`src/qlsf_pkg.sv`:
```
`default_nettype none
package qlsf_pkg;

    localparam int COORD_BITS = 11;
    localparam int COUNT_BITS = 16;
    localparam int FRAC_BITS  = 32;
    localparam int COEF_BITS  = 64;

    localparam int S0_BITS = COUNT_BITS;
    localparam int S1_BITS = COUNT_BITS + COORD_BITS;
    localparam int S2_BITS = COUNT_BITS + 2 * COORD_BITS;
    localparam int S3_BITS = COUNT_BITS + 3 * COORD_BITS;
    localparam int S4_BITS = COUNT_BITS + 4 * COORD_BITS;
    localparam int T0_BITS = COUNT_BITS + COORD_BITS;
    localparam int T1_BITS = COUNT_BITS + 2 * COORD_BITS;
    localparam int T2_BITS = COUNT_BITS + 3 * COORD_BITS;

    // exact range of the cofactor products plus the fraction shift and headroom
    localparam int WIDE_BITS = 3 * COUNT_BITS + 7 * COORD_BITS + FRAC_BITS + 8;
    localparam int CNT_BITS  = $clog2(WIDE_BITS + 1);

    localparam int REG_DEPTH = 16;
    localparam int ADDR_BITS = $clog2(REG_DEPTH);
    localparam int NUM_SRC   = 8;
    localparam int SRC_BITS  = $clog2(NUM_SRC);
    localparam int LEAD_LEN  = 3;
    localparam int DET_LEN   = 14;
    localparam int TZ_BASE   = LEAD_LEN + 4 * DET_LEN;
    localparam int DIV_BASE  = TZ_BASE + 3;
    localparam int PROG_LEN  = DIV_BASE + 3;
    localparam int PC_BITS   = $clog2(PROG_LEN);

    localparam logic [1:0] STATUS_OK       = 2'd0;
    localparam logic [1:0] STATUS_SINGULAR = 2'd1;
    localparam logic [1:0] STATUS_OVERFLOW = 2'd2;

    typedef logic [ADDR_BITS-1:0] addr_t;

    localparam addr_t R_S0   = 4'd0;
    localparam addr_t R_S1   = 4'd1;
    localparam addr_t R_S2   = 4'd2;
    localparam addr_t R_S3   = 4'd3;
    localparam addr_t R_S4   = 4'd4;
    localparam addr_t R_T0   = 4'd5;
    localparam addr_t R_T1   = 4'd6;
    localparam addr_t R_T2   = 4'd7;
    localparam addr_t R_LEAD = 4'd8;
    localparam addr_t R_DET  = 4'd9;
    localparam addr_t R_TA   = 4'd10;
    localparam addr_t R_TB   = 4'd11;
    localparam addr_t R_N0   = 4'd12;

    typedef enum logic [2:0] {OP_MUL, OP_ADD, OP_SUB, OP_TZ, OP_DIV} op_t;

    typedef struct packed {
        op_t   op;
        addr_t dst;
        addr_t src_a;
        addr_t src_b;
    } uinstr_t;

    typedef struct packed {
        logic [COORD_BITS-1:0] indep_value;
        logic [COORD_BITS-1:0] dep_value;
        logic                  last;
    } point_t;

    typedef struct packed {
        logic signed [COEF_BITS-1:0] coef_const;
        logic signed [COEF_BITS-1:0] coef_linear;
        logic signed [COEF_BITS-1:0] coef_square;
        logic [1:0]                  status;
    } result_t;

    typedef struct packed {
        logic                load;
        logic                step1;
        logic                step2;
        logic                add;
        logic                clear;
        logic [SRC_BITS-1:0] sel;
    } acc_cmd_t;

    typedef struct packed {
        logic       start;
        op_t        op;
        logic [1:0] sel;
        logic       clr_zero;
    } eng_cmd_t;

    typedef struct packed {
        logic  we;
        logic  wsel_copy;
        addr_t waddr;
        addr_t raddr_a;
        addr_t raddr_b;
    } ram_cmd_t;

    function automatic uinstr_t mk(op_t op, addr_t d, addr_t a, addr_t b);
        uinstr_t u;
        u.op    = op;
        u.dst   = d;
        u.src_a = a;
        u.src_b = b;
        return u;
    endfunction

    // entries of the 3x3 matrix, col 0..2 swaps in the moment column
    function automatic logic [9*ADDR_BITS-1:0] matrix(logic [1:0] col);
        addr_t m [9];
        logic [9*ADDR_BITS-1:0] p;
        m[0] = R_S0; m[1] = R_S1; m[2] = R_S2;
        m[3] = R_S1; m[4] = R_S2; m[5] = R_S3;
        m[6] = R_S2; m[7] = R_S3; m[8] = R_S4;
        if (col != 2'd3) begin
            m[col]        = R_T0;
            m[3 + 32'(col)] = R_T1;
            m[6 + 32'(col)] = R_T2;
        end
        for (int i = 0; i < 9; i++) begin
            p[i*ADDR_BITS +: ADDR_BITS] = m[i];
        end
        return p;
    endfunction

    function automatic uinstr_t det_step(logic [3:0] step, logic [9*ADDR_BITS-1:0] e,
                                         addr_t acc);
        addr_t m [9];
        for (int i = 0; i < 9; i++) begin
            m[i] = e[i*ADDR_BITS +: ADDR_BITS];
        end
        case (step)
            4'd0:    return mk(OP_MUL, R_TA, m[4], m[8]);
            4'd1:    return mk(OP_MUL, R_TB, m[5], m[7]);
            4'd2:    return mk(OP_SUB, R_TA, R_TA, R_TB);
            4'd3:    return mk(OP_MUL, acc, m[0], R_TA);
            4'd4:    return mk(OP_MUL, R_TA, m[3], m[8]);
            4'd5:    return mk(OP_MUL, R_TB, m[5], m[6]);
            4'd6:    return mk(OP_SUB, R_TA, R_TA, R_TB);
            4'd7:    return mk(OP_MUL, R_TA, m[1], R_TA);
            4'd8:    return mk(OP_SUB, acc, acc, R_TA);
            4'd9:    return mk(OP_MUL, R_TA, m[3], m[7]);
            4'd10:   return mk(OP_MUL, R_TB, m[4], m[6]);
            4'd11:   return mk(OP_SUB, R_TA, R_TA, R_TB);
            4'd12:   return mk(OP_MUL, R_TA, m[2], R_TA);
            default: return mk(OP_ADD, acc, acc, R_TA);
        endcase
    endfunction

    // solve program: leading minor, determinant, three numerators, zero tests, divides
    function automatic uinstr_t ucode(logic [PC_BITS-1:0] pc);
        logic [PC_BITS-1:0] rel;
        rel = pc - PC_BITS'(LEAD_LEN);
        if (pc == PC_BITS'(0)) begin
            return mk(OP_MUL, R_LEAD, R_S0, R_S2);
        end else if (pc == PC_BITS'(1)) begin
            return mk(OP_MUL, R_TB, R_S1, R_S1);
        end else if (pc == PC_BITS'(2)) begin
            return mk(OP_SUB, R_LEAD, R_LEAD, R_TB);
        end else if (rel < PC_BITS'(DET_LEN)) begin
            return det_step(rel[3:0], matrix(2'd3), R_DET);
        end else if (rel < PC_BITS'(2 * DET_LEN)) begin
            return det_step(4'(rel - PC_BITS'(DET_LEN)), matrix(2'd0), R_N0);
        end else if (rel < PC_BITS'(3 * DET_LEN)) begin
            return det_step(4'(rel - PC_BITS'(2 * DET_LEN)), matrix(2'd1),
                            addr_t'(R_N0 + 4'd1));
        end else if (rel < PC_BITS'(4 * DET_LEN)) begin
            return det_step(4'(rel - PC_BITS'(3 * DET_LEN)), matrix(2'd2),
                            addr_t'(R_N0 + 4'd2));
        end else if (pc == PC_BITS'(TZ_BASE)) begin
            return mk(OP_TZ, R_S0, R_S0, R_S0);
        end else if (pc == PC_BITS'(TZ_BASE + 1)) begin
            return mk(OP_TZ, R_LEAD, R_LEAD, R_LEAD);
        end else if (pc == PC_BITS'(TZ_BASE + 2)) begin
            return mk(OP_TZ, R_DET, R_DET, R_DET);
        end else if (pc == PC_BITS'(DIV_BASE)) begin
            return mk(OP_DIV, 4'd0, R_N0, R_DET);
        end else if (pc == PC_BITS'(DIV_BASE + 1)) begin
            return mk(OP_DIV, 4'd1, addr_t'(R_N0 + 4'd1), R_DET);
        end else begin
            return mk(OP_DIV, 4'd2, addr_t'(R_N0 + 4'd2), R_DET);
        end
    endfunction

endpackage
`default_nettype wire

```
`src/qlsf_ctrl.sv`:
```
`default_nettype none
module qlsf_ctrl (
    input  wire logic               clk,
    input  wire logic               rst_n,
    input  wire logic               start,
    input  wire logic               last,
    input  wire logic               eng_done,
    output logic                    busy,
    output logic                    strobe,
    output qlsf_pkg::acc_cmd_t      acc_cmd,
    output qlsf_pkg::eng_cmd_t      eng_cmd,
    output qlsf_pkg::ram_cmd_t      ram_cmd
);

    localparam int PB = qlsf_pkg::PC_BITS;
    localparam int SB = qlsf_pkg::SRC_BITS;

    typedef enum logic [3:0] {
        C_IDLE, C_PT1, C_PT2, C_PT3, C_COPY, C_FETCH, C_READ, C_EXEC, C_EMIT
    } cstate_t;

    cstate_t           state_reg;
    logic [PB-1:0]     pc_reg;
    logic [SB-1:0]     copy_reg;
    logic              last_reg;
    qlsf_pkg::uinstr_t instr;
    logic              writes;

    assign instr  = qlsf_pkg::ucode(pc_reg);
    assign writes = (instr.op == qlsf_pkg::OP_MUL) || (instr.op == qlsf_pkg::OP_ADD)
                    || (instr.op == qlsf_pkg::OP_SUB);

    always_ff @(posedge clk or negedge rst_n)
    begin
        if (!rst_n)
        begin
            state_reg <= C_IDLE;
            pc_reg    <= '0;
            copy_reg  <= '0;
            last_reg  <= 1'b0;
        end
        else
        begin
            case (state_reg)
                C_IDLE:
                begin
                    if (start)
                    begin
                        last_reg  <= last;
                        state_reg <= C_PT1;
                    end
                end
                C_PT1: state_reg <= C_PT2;
                C_PT2: state_reg <= C_PT3;
                C_PT3:
                begin
                    copy_reg  <= '0;
                    state_reg <= last_reg ? C_COPY : C_IDLE;
                end
                C_COPY:
                begin
                    copy_reg <= copy_reg + SB'(1);
                    if (copy_reg == '1)
                    begin
                        pc_reg    <= '0;
                        state_reg <= C_FETCH;
                    end
                end
                C_FETCH: state_reg <= C_READ;
                C_READ:  state_reg <= C_EXEC;
                C_EXEC:
                begin
                    if (eng_done)
                    begin
                        if (pc_reg == PB'(qlsf_pkg::PROG_LEN - 1))
                        begin
                            state_reg <= C_EMIT;
                        end
                        else
                        begin
                            pc_reg    <= pc_reg + PB'(1);
                            state_reg <= C_FETCH;
                        end
                    end
                end
                C_EMIT:  state_reg <= C_IDLE;
                default: state_reg <= C_IDLE;
            endcase
        end
    end

    always_comb
    begin
        acc_cmd.load  = (state_reg == C_IDLE) && start;
        acc_cmd.step1 = (state_reg == C_PT1);
        acc_cmd.step2 = (state_reg == C_PT2);
        acc_cmd.add   = (state_reg == C_PT3);
        acc_cmd.clear = (state_reg == C_EMIT);
        acc_cmd.sel   = copy_reg;

        eng_cmd.start    = (state_reg == C_READ);
        eng_cmd.op       = instr.op;
        eng_cmd.sel      = instr.dst[1:0];
        eng_cmd.clr_zero = (state_reg == C_COPY) && (copy_reg == '0);

        ram_cmd.wsel_copy = (state_reg == C_COPY);
        ram_cmd.we        = (state_reg == C_COPY)
                            || ((state_reg == C_EXEC) && eng_done && writes);
        ram_cmd.waddr     = (state_reg == C_COPY) ? qlsf_pkg::addr_t'(copy_reg) : instr.dst;
        ram_cmd.raddr_a   = instr.src_a;
        ram_cmd.raddr_b   = instr.src_b;
    end

    assign busy   = (state_reg != C_IDLE);
    assign strobe = (state_reg == C_EMIT);

endmodule
`default_nettype wire
```
`config.mk`:
```
export PLATFORM = sky130hd
export DESIGN_NAME = qlsf_ctrl
export DESIGN_NICKNAME = d
export VERILOG_FILES = /design/src/qlsf_pkg.sv /design/src/qlsf_ctrl.sv
export SDC_FILE = /design/constraint.sdc
export NUM_CORES = 1
export LEC_CHECK = 0
export BUFFER_PORTS_ARGS = -buffer_cell sky130_fd_sc_hd__buf_2
export CORE_MARGIN = 10
export CORE_UTILIZATION = 40
export DETAILED_ROUTE_END_ITERATION = 16
export MAX_ROUTING_LAYER = met4
export SYNTH_ARGS = -nofsm -noshare
export SYNTH_HDL_FRONTEND = slang
export SYNTH_SLANG_ARGS = --single-unit
export TNS_END_PERCENT = 50
```
`constraint.sdc`:
```
create_clock -name clk -period 4.4 [get_ports clk]
set_input_delay 0.88 -clock clk [delete_from_list [all_inputs] [get_ports clk]]
set_output_delay 0.88 -clock clk [all_outputs]
set_load 0.05 [all_outputs]
```
# Word level (Yosys, flattened, before mapping)
# Memories as Yosys holds them, arrays and structs flattened.
# Cells that the tools add are included.
# totals
ff_bits,15
mem_bits_ro,768
input_bits,5
out_inout_bits,31
elab_cells,82
n_memories,4
# mem_list
memory,depth,word_bits,read_ports,rd_clocked_by_memory_dff,wr,line,text
(no name shown),16,13,1,0,0,qlsf_pkg.sv:132,case (step)
(no name shown),16,13,1,0,0,qlsf_pkg.sv:132,
(no name shown),16,11,1,0,0,qlsf_pkg.sv:132,
(no name shown),16,11,1,0,0,qlsf_pkg.sv:132,
# classes
add_sub_neg,6
n_lt_le_gt_ge,4
n_eq_ne,23
n_mux,24
reduce_logical,17
# ops
cell,n
two-way mux 15 bit,10
equality test 7 x 6 -> 1 bit (second input constant),5
one-hot mux 4 bit (8 select lines),1
two-way mux 7 bit,3
two-way mux 10 bit,2
two-way mux 4 bit,5
equality test 4 x 3 -> 1 bit (second input constant),4
< comparator 7 x 6 -> 1 bit (second input constant),2
one-hot mux 7 bit (2 select lines),1
subtractor 4 bit (second input constant),3
equality test 4 x 2 -> 1 bit (second input constant),2
adder 7 x 1 -> 7 bit (second input constant),1
equality test 7 x 1 -> 1 bit (second input constant),1
equality test 7 x 2 -> 1 bit (second input constant),1
equality test 7 bit (second input constant),1
zero test 7 bit,1
< comparator 7 x 4 -> 1 bit (second input constant),1
< comparator 7 x 5 -> 1 bit (second input constant),1
subtractor 7 x 2 -> 7 bit (second input constant),1
zero test 3 bit,2
inequality test 2 bit (second input constant),3
one-hot mux 3 bit (2 select lines),1
equality test 4 x 1 -> 1 bit (second input constant),1
equality test 4 bit (second input constant),1
other kinds (14),20

# Longest topological paths before layout
# Gate-level depths: netlist (run 1).
# logic_depth
word_depth,18
depth_mapped,15
ltp_nobuf,12

# Worst setup path after synthesis (run 1)
# OpenSTA, ideal clock, no wires.
# synth_timing
path_type,register to output
start,reg pc_reg[0]
end,out ram_cmd[5] (netlist bit)
arrival_ns,4.624
required_ns,3.520
slack_ns,-1.104
stages_incl_launch_ff,16
n_path_buf,4
cell_sequence,dfrtp_1 -> buf_4 -> clkbuf_1 -> inv_1 -> ha_1 -> clkbuf_1 -> inv_1 -> ha_1 -> a2111oi_0 -> a2111oi_2 -> o211ai_1 -> buf_2 -> nor2_1 -> nor2_1 -> a22oi_1 -> a211oi_1
# synth_lines
element,line,text
start: declaration,qlsf_ctrl.sv:23,logic [PB-1:0] pc_reg;
start signal: assignment,qlsf_ctrl.sv:81,pc_reg <= pc_reg + PB'(1);
end: declaration,qlsf_ctrl.sv:12,output qlsf_pkg::ram_cmd_t ram_cmd

==> results of run 1 <==
layout make-up:
type	count	area [um^2]	area share [%]
clock buffers	3	41.3	1.15
multi-input cells	345	2520	70.2
clock inverters	1	7.51	0.209
repair buffers	73	469	13.1
well taps	99	124	3.45
flip-flops and latches	15	377	10.5
inverters	14	52.6	1.46
cells in the final DEF (no fill, tap or decap), types with 4 or more instances in the layout:
master    count
a21oi_1      19
mux2i_1       7
o31ai_1      11
o21ai_0      30
ha_1         13
and2_1        5
nand2_1      39
nor4_1        8
nor3b_1       4
xnor2_1       8
o211ai_1      7
nor2_1       41
or3_1         9
buf_2        33
nand2b_1      8
a21o_1        4
dfrtp_1      14
nor3_1       16
o22ai_1       6
a211oi_1      6
inv_1        11
buf_4        38
nand3b_1      4
nand3_1      16
a31oi_1       6
routing by layer:
layer,vias up,GRT usage [%],part of all wire [%]
li1,1629,-,-
met1,1623,26.3,45
met2,154,30.7,46
met3,33,1.99,5.7
met4,0,7.06,3.4
met5,-,-,0
metrics by stage:
| step | setup slack (ns) | setup TNS (ns) |
|---|---|---|
| floorplan | 0.0242 | 0 |
| global placement | 0.348 | 0 |
| detailed placement | 0.316 | 0 |
| CTS | 0.0225 | 0 |
| global route | -0.0139 | -0.0329 |
| finish | 0.169 | 0 |
path summary, 6_finish.rpt:
path / start / depth (start not counted) / endpoint
worst max-delay path: pc_reg[1]$_DFFE_PN0P_ / 13 / ram_cmd[7]
worst min-delay path: last_reg$_DFFE_PN0P_ / 1 / last_reg$_DFFE_PN0P_
worst max register to register: state_reg[1]$_DFFE_PN0P_ / 6 / pc_reg[4]$_DFFE_PN0P_
worst min register to register: last_reg$_DFFE_PN0P_ / 1 / last_reg$_DFFE_PN0P_
max in group asynchronous: rst_n / 1 / pc_reg[0]$_DFFE_PN0P_
min in group asynchronous: rst_n / 1 / copy_reg[0]$_DFFE_PN0P_
kinds of logic after synthesis:
family | after synthesis | share of synthesized area, %
DFF | 15 | 12.6
xor gates and xnor gates | 13 | 4.99
buffers and inverters | 58 | 9.60
muxes | 13 | 5.49
and+or+nand+nor | 170 | 28.9
AOI/OAI and AO/OA | 134 | 32.1
adders and majority gates | 15 | 6.29
power groups by stage:
stage	Combinational [W]	Clock, W	Sequential [W]
after floorplan	0.00104	0	0.000229
after global routing	0.00151	0.000136	0.000236
final	0.00141	0.000123	0.000228
after detailed placement	0.00137	0	0.000231
after global placement	0.00137	0	0.000229
after CTS	0.00138	0.000128	0.000229
what timing repair did:
item | CTS | global route
resized for setup | 0 | 9
setup endpoints to repair | 0 | 10
buffers inserted | 0 | 3
==> flow_summary.ini, run 1 <==
[drt]
antenna_left = 0
drc_errors = 0
num_vias = 3439
drt_iter0_markers = 317
wl_um = 11200
vias_per_cell = 6.25
dr.pass1.iters = 5
wl_per_cell_um = 20.3

[synth]
async_flop_share_pct = 100
synth-main-ff-cell = dfrtp_1
synth_edf_count = 0
ys_warn_count = 0
ys_ff_latch = 15
synth.avg_cell_area_um2 = 7.14
yosysTopAreaCell = dfrtp_1
syn_area_um2 = 2990
synth_nets = 438
synth_sequential_area_ratio_pct = 12.6
synth.area.top_cells = dfrtp_1 (13%), ha_1 (6.3%), nor2_1 (5.2%)
yosys.area.top_type_share_pct = 12.6
syn_inst = 418
synth_cell_types = 75
yosys.cell_count.top_type = nor2_1
synth_common_cells = nor2_1 (41), nand2_1 (39), o21ai_0 (30), clkbuf_1 (24), a21oi_1 (21)

[cts]
cts_tree = yes
root_buffer = clkbuf_8
path_clk_slew_ns = 0.07
clkLatencyLatePin_ns = 0.26
numCtsBuffers = 3
clock_sinks = 15
cts-htree-levels = 1
cts_hold_buf = 0
cts_buffer_depth = 2

[floorplan]
core_area_um2 = 7250
num_io_pins = 36
fp.dieW_um = 106
die-area_um2 = 11300
die_h_um = 106
rows = 31
start_util_pct = 41.2

[power]
p_total_w = 0.00177
p_int_w = 0.000679
p_sw_share_pct = 61.5
power_leakage_nw = 1.40
peakVddDrop_v = 0.000309
p_seq_share_pct = 12.9
pwr-share-clk_pct = 7.0
p_switching_w = 0.00109
cellPowerDensity_nw_per_um2 = 492
power_frac_comb_pct = 80.1

[finish]
antenna_cells = 0
largest_register_ff_count = 7
nFillCells = 768
nNetsFinal = 472
layoutNonFillerInstCount = 550
utilization_pct = 49.5
layout-drive-gt1-share_pct = 25.7
synthToLayoutAreaGrowth_pct = 20.2
design_area_um2 = 3590

[grt]
grt_max_degree = 24
gr-usage-all-layers_pct = 19.9
overflow = 0
grt_pass1_vias = 3298
grt_pass1_wl_um = 18000
antenna_found_initial = 0

[worst_setup_path]
cpPeakStageDelay_ns = 0.51
critPathKind = reg2out
worstPathCellList = ha_1 -> clkinv_1 -> ha_4 -> clkinv_1 -> ha_1 -> xnor3_2 -> buf_4 -> nand2_1 -> o31ai_1 -> or4_1 -> nand3_1 -> a221oi_4 -> buf_2
endpoint_kind = output port
r2r_setup_slack_ns = 1.90
worstPathMaxFanout = 10
worstPathBufferInverterCount = 4
worstPathRequired_ns = 3.52
cp_top_family = adder cells
start_kind = flip-flop
cp_slowest_cell = xnor3_2
critical_path_arrival_ns = 3.35

[placed_design]
port_buffers = 35
placed_cells_incl_taps = 543
placed_cell_area_um2 = 3460
globalplace.congestion = 0.976
dpl.hpwl_um = 8420

[sta]
setup_viol = 0
finClkSkew_ns = 0.00211
fin_crit_sh_pct = 96.2
whs_ns = 0.515
slew_viol_final = 0
slew-limit-headroom_pct = 46.1
tightest_slew_ns = 0.800
hold_violations = 0
fmax_mhz = 236
final.min_clock_period_ns = 4.23

[flow_run]
cap_viol_max_count = 0

[min_path]
hold_class = reg2reg

[status]
status = complete, no violations
No activity file was read; power rests on OpenSTA's default activity.
==> run 2, diff against run 1 <==
Settings changed: REMOVE_ABC_BUFFERS set to 1.
==> run 2 against run 1 <==
Net effect: hold slack better by 0.015 ns; sequential power hardly changed; clock-buffer cell count is 1 higher; fmax is 0.91% lower; via count is 1.3% higher; utilization is 1.6 points lower; first-iteration DRC count is 38% higher; clock power is 11% lower; final area is 3.1% lower; power is 2.8% lower; sequential share of layout area is 0.34 points higher; die area stayed put; critical endpoint is now ram_cmd[3].
==> flow_summary.ini, run 2 (same netlist as run 1, synthesis figures left out) <==
[finish]
mostFrequentLayoutCell = nor2_1
nFillCells = 752
layoutNonFillerInstCount = 550
layout-drive-gt1-share_pct = 24.2
multi_input_area_um2 = 2380
seqCellArea_um2 = 377
antenna_cells = 0
nNetsFinal = 472
layout_common_cells = nor2_1 (41), nand2_1 (38), buf_4 (36)
synthToLayoutAreaGrowth_pct = 16.4
largest_register_ff_count = 7

[sta]
whs_ns = 0.530
hold_violations = 0
slew-limit-headroom_pct = 41.6
slew_viol_final = 0
setup_viol = 0
tns_ns = 0
tightest_slew_ns = 0.872
fin_crit_sh_pct = 97.0
fmax_mhz = 234
finClkSkew_ns = 0.00419
final.min_clock_period_ns = 4.27

[worst_setup_path]
worstPathRequired_ns = 3.52
worstPathMaxFanout = 8
reg2reg_from = pc_reg[4]$_DFFE_PN0P_
endpoint_kind = output port
ff2ff_path_depth = 7
critical_path_arrival_ns = 3.39
critPathKind = reg2out
critPathLaunch = pc_reg[1]$_DFFE_PN0P_
crit_end = ram_cmd[3]
rr_endpoint = pc_reg[4]$_DFFE_PN0P_
start_kind = flip-flop
r2r_setup_slack_ns = 1.89

[placed_design]
dpl.hpwl_um = 7850
globalplace.congestion = 0.999
placed_cells_incl_taps = 540
port_buffers = 35

[drt]
wl_per_cell_um = 19.0
drt_iter0_markers = 438
drc_errors = 0
wl_um = 10500
dr.pass1.iters = 6
antenna_left = 0
vias_per_cell = 6.33
num_vias = 3484

[grt]
use_met2_pct = 28.2
grt_pass1_vias = 3303
gr-usage-all-layers_pct = 18.5
grt_pass1_wl_um = 17200
overflow = 0
antenna_found_initial = 0
grtUsageMet1_pct = 24.9
busiest_layer = met2
grt_max_degree = 24
use_met3_pct = 1.81

[cts]
numCtsBuffers = 3
clkLatencyLatePin_ns = 0.25
path_clk_slew_ns = 0.06
cts-htree-levels = 1
clock_sinks = 15
root_buffer = clkbuf_8
cts_buffer_depth = 2
cts_tree = yes

[floorplan]
die-area_um2 = 11300
core_area_um2 = 7250
rows = 31
fp.dieW_um = 106
num_io_pins = 36
start_util_pct = 41.2
die_h_um = 106

[min_path]
hold_class = in2async

[status]
status = complete, no violations

[power]
p_total_w = 0.00172
power_leakage_nw = 1.40
peakVddDrop_v = 0.000189
cellPowerDensity_nw_per_um2 = 494

[flow_run]
cap_viol_max_count = 0
## run 2: changes by cell type in the layout (fill, tap and decap cells not counted), moves of 2 or more
cell / change
a31oi_1: +2
xnor2_2: +2
buf_2: -3
ha_2: +2
a211oi_4: -2
ha_4: -2
clkbuf_4: +3
a211oi_1: +2
buf_4: -2
## run 2: worst min-delay path by stage
stage	slack (ns)	end
final	0.53	state_reg[3]$_DFFE_PN0P_
after global routing	0.55	pc_reg[4]$_DFFE_PN0P_
after CTS	0.54	pc_reg[3]$_DFFE_PN0P_
after detailed placement	0.52	last_reg$_DFFE_PN0P_
after global placement	0.51	last_reg$_DFFE_PN0P_
after floorplan	0.47	last_reg$_DFFE_PN0P_
## run 2: worst max-delay path, stage by stage (launching register included)
cell and delay (ns):
dfrtp_1 0.41, ha_1 0.20, clkinv_1 0.08, ha_1 0.35, clkinv_1 0.10, ha_1 0.22, buf_4 0.15, nand2b_1 0.06
mux2_2 0.18, o311ai_2 0.23, buf_4 0.26, o31ai_1 0.34, a31oi_1 0.08, a31oi_1 0.21, clkbuf_4 0.27
## run 2: routing by layer
layer / part of all wire [%] / vias to the layer above
li1: - / 1619
met1: 44 / 1614
met2: 44 / 210
met3: 8.0 / 41
met4: 3.3 / 0
met5: 0 / -
## run 2: metrics by stage
stage                     setup slack (ns)  cell area [um^2]  util (%)
after detailed placement             0.218              3310      45.6
after global routing               -0.0174              3480      47.9
after floorplan                      -1.95              2750         -
after CTS                          0.00362              3360      46.3
after global placement               0.320              3310      45.6
final                                0.131              3480      47.9
## run 2: final cells by class
cell class	instances	share of cell area (%)
Clock buffer	4	1.30
Multi-Input combinational cell	345	68.6
Inverter	14	1.51
Sequential cell	15	10.8
Timing Repair Buffer	73	14.2
Tap cell	99	3.56
## run 2: where the power goes
part	internal, W	switching [W]
clock network	0.0000641	0.0000460
registers	0.000173	0.0000557
logic	0.000433	0.000944
total	0.000670	0.00105
## run 2: timing repair
action | CTS | global route
setup buffers | 0 | 6
hold endpoints to repair | 0 | 0
hold buffers | 0 | 0
pin swaps | 0 | 2
resized for setup | 2 | 19
setup endpoints to repair | 2 | 15
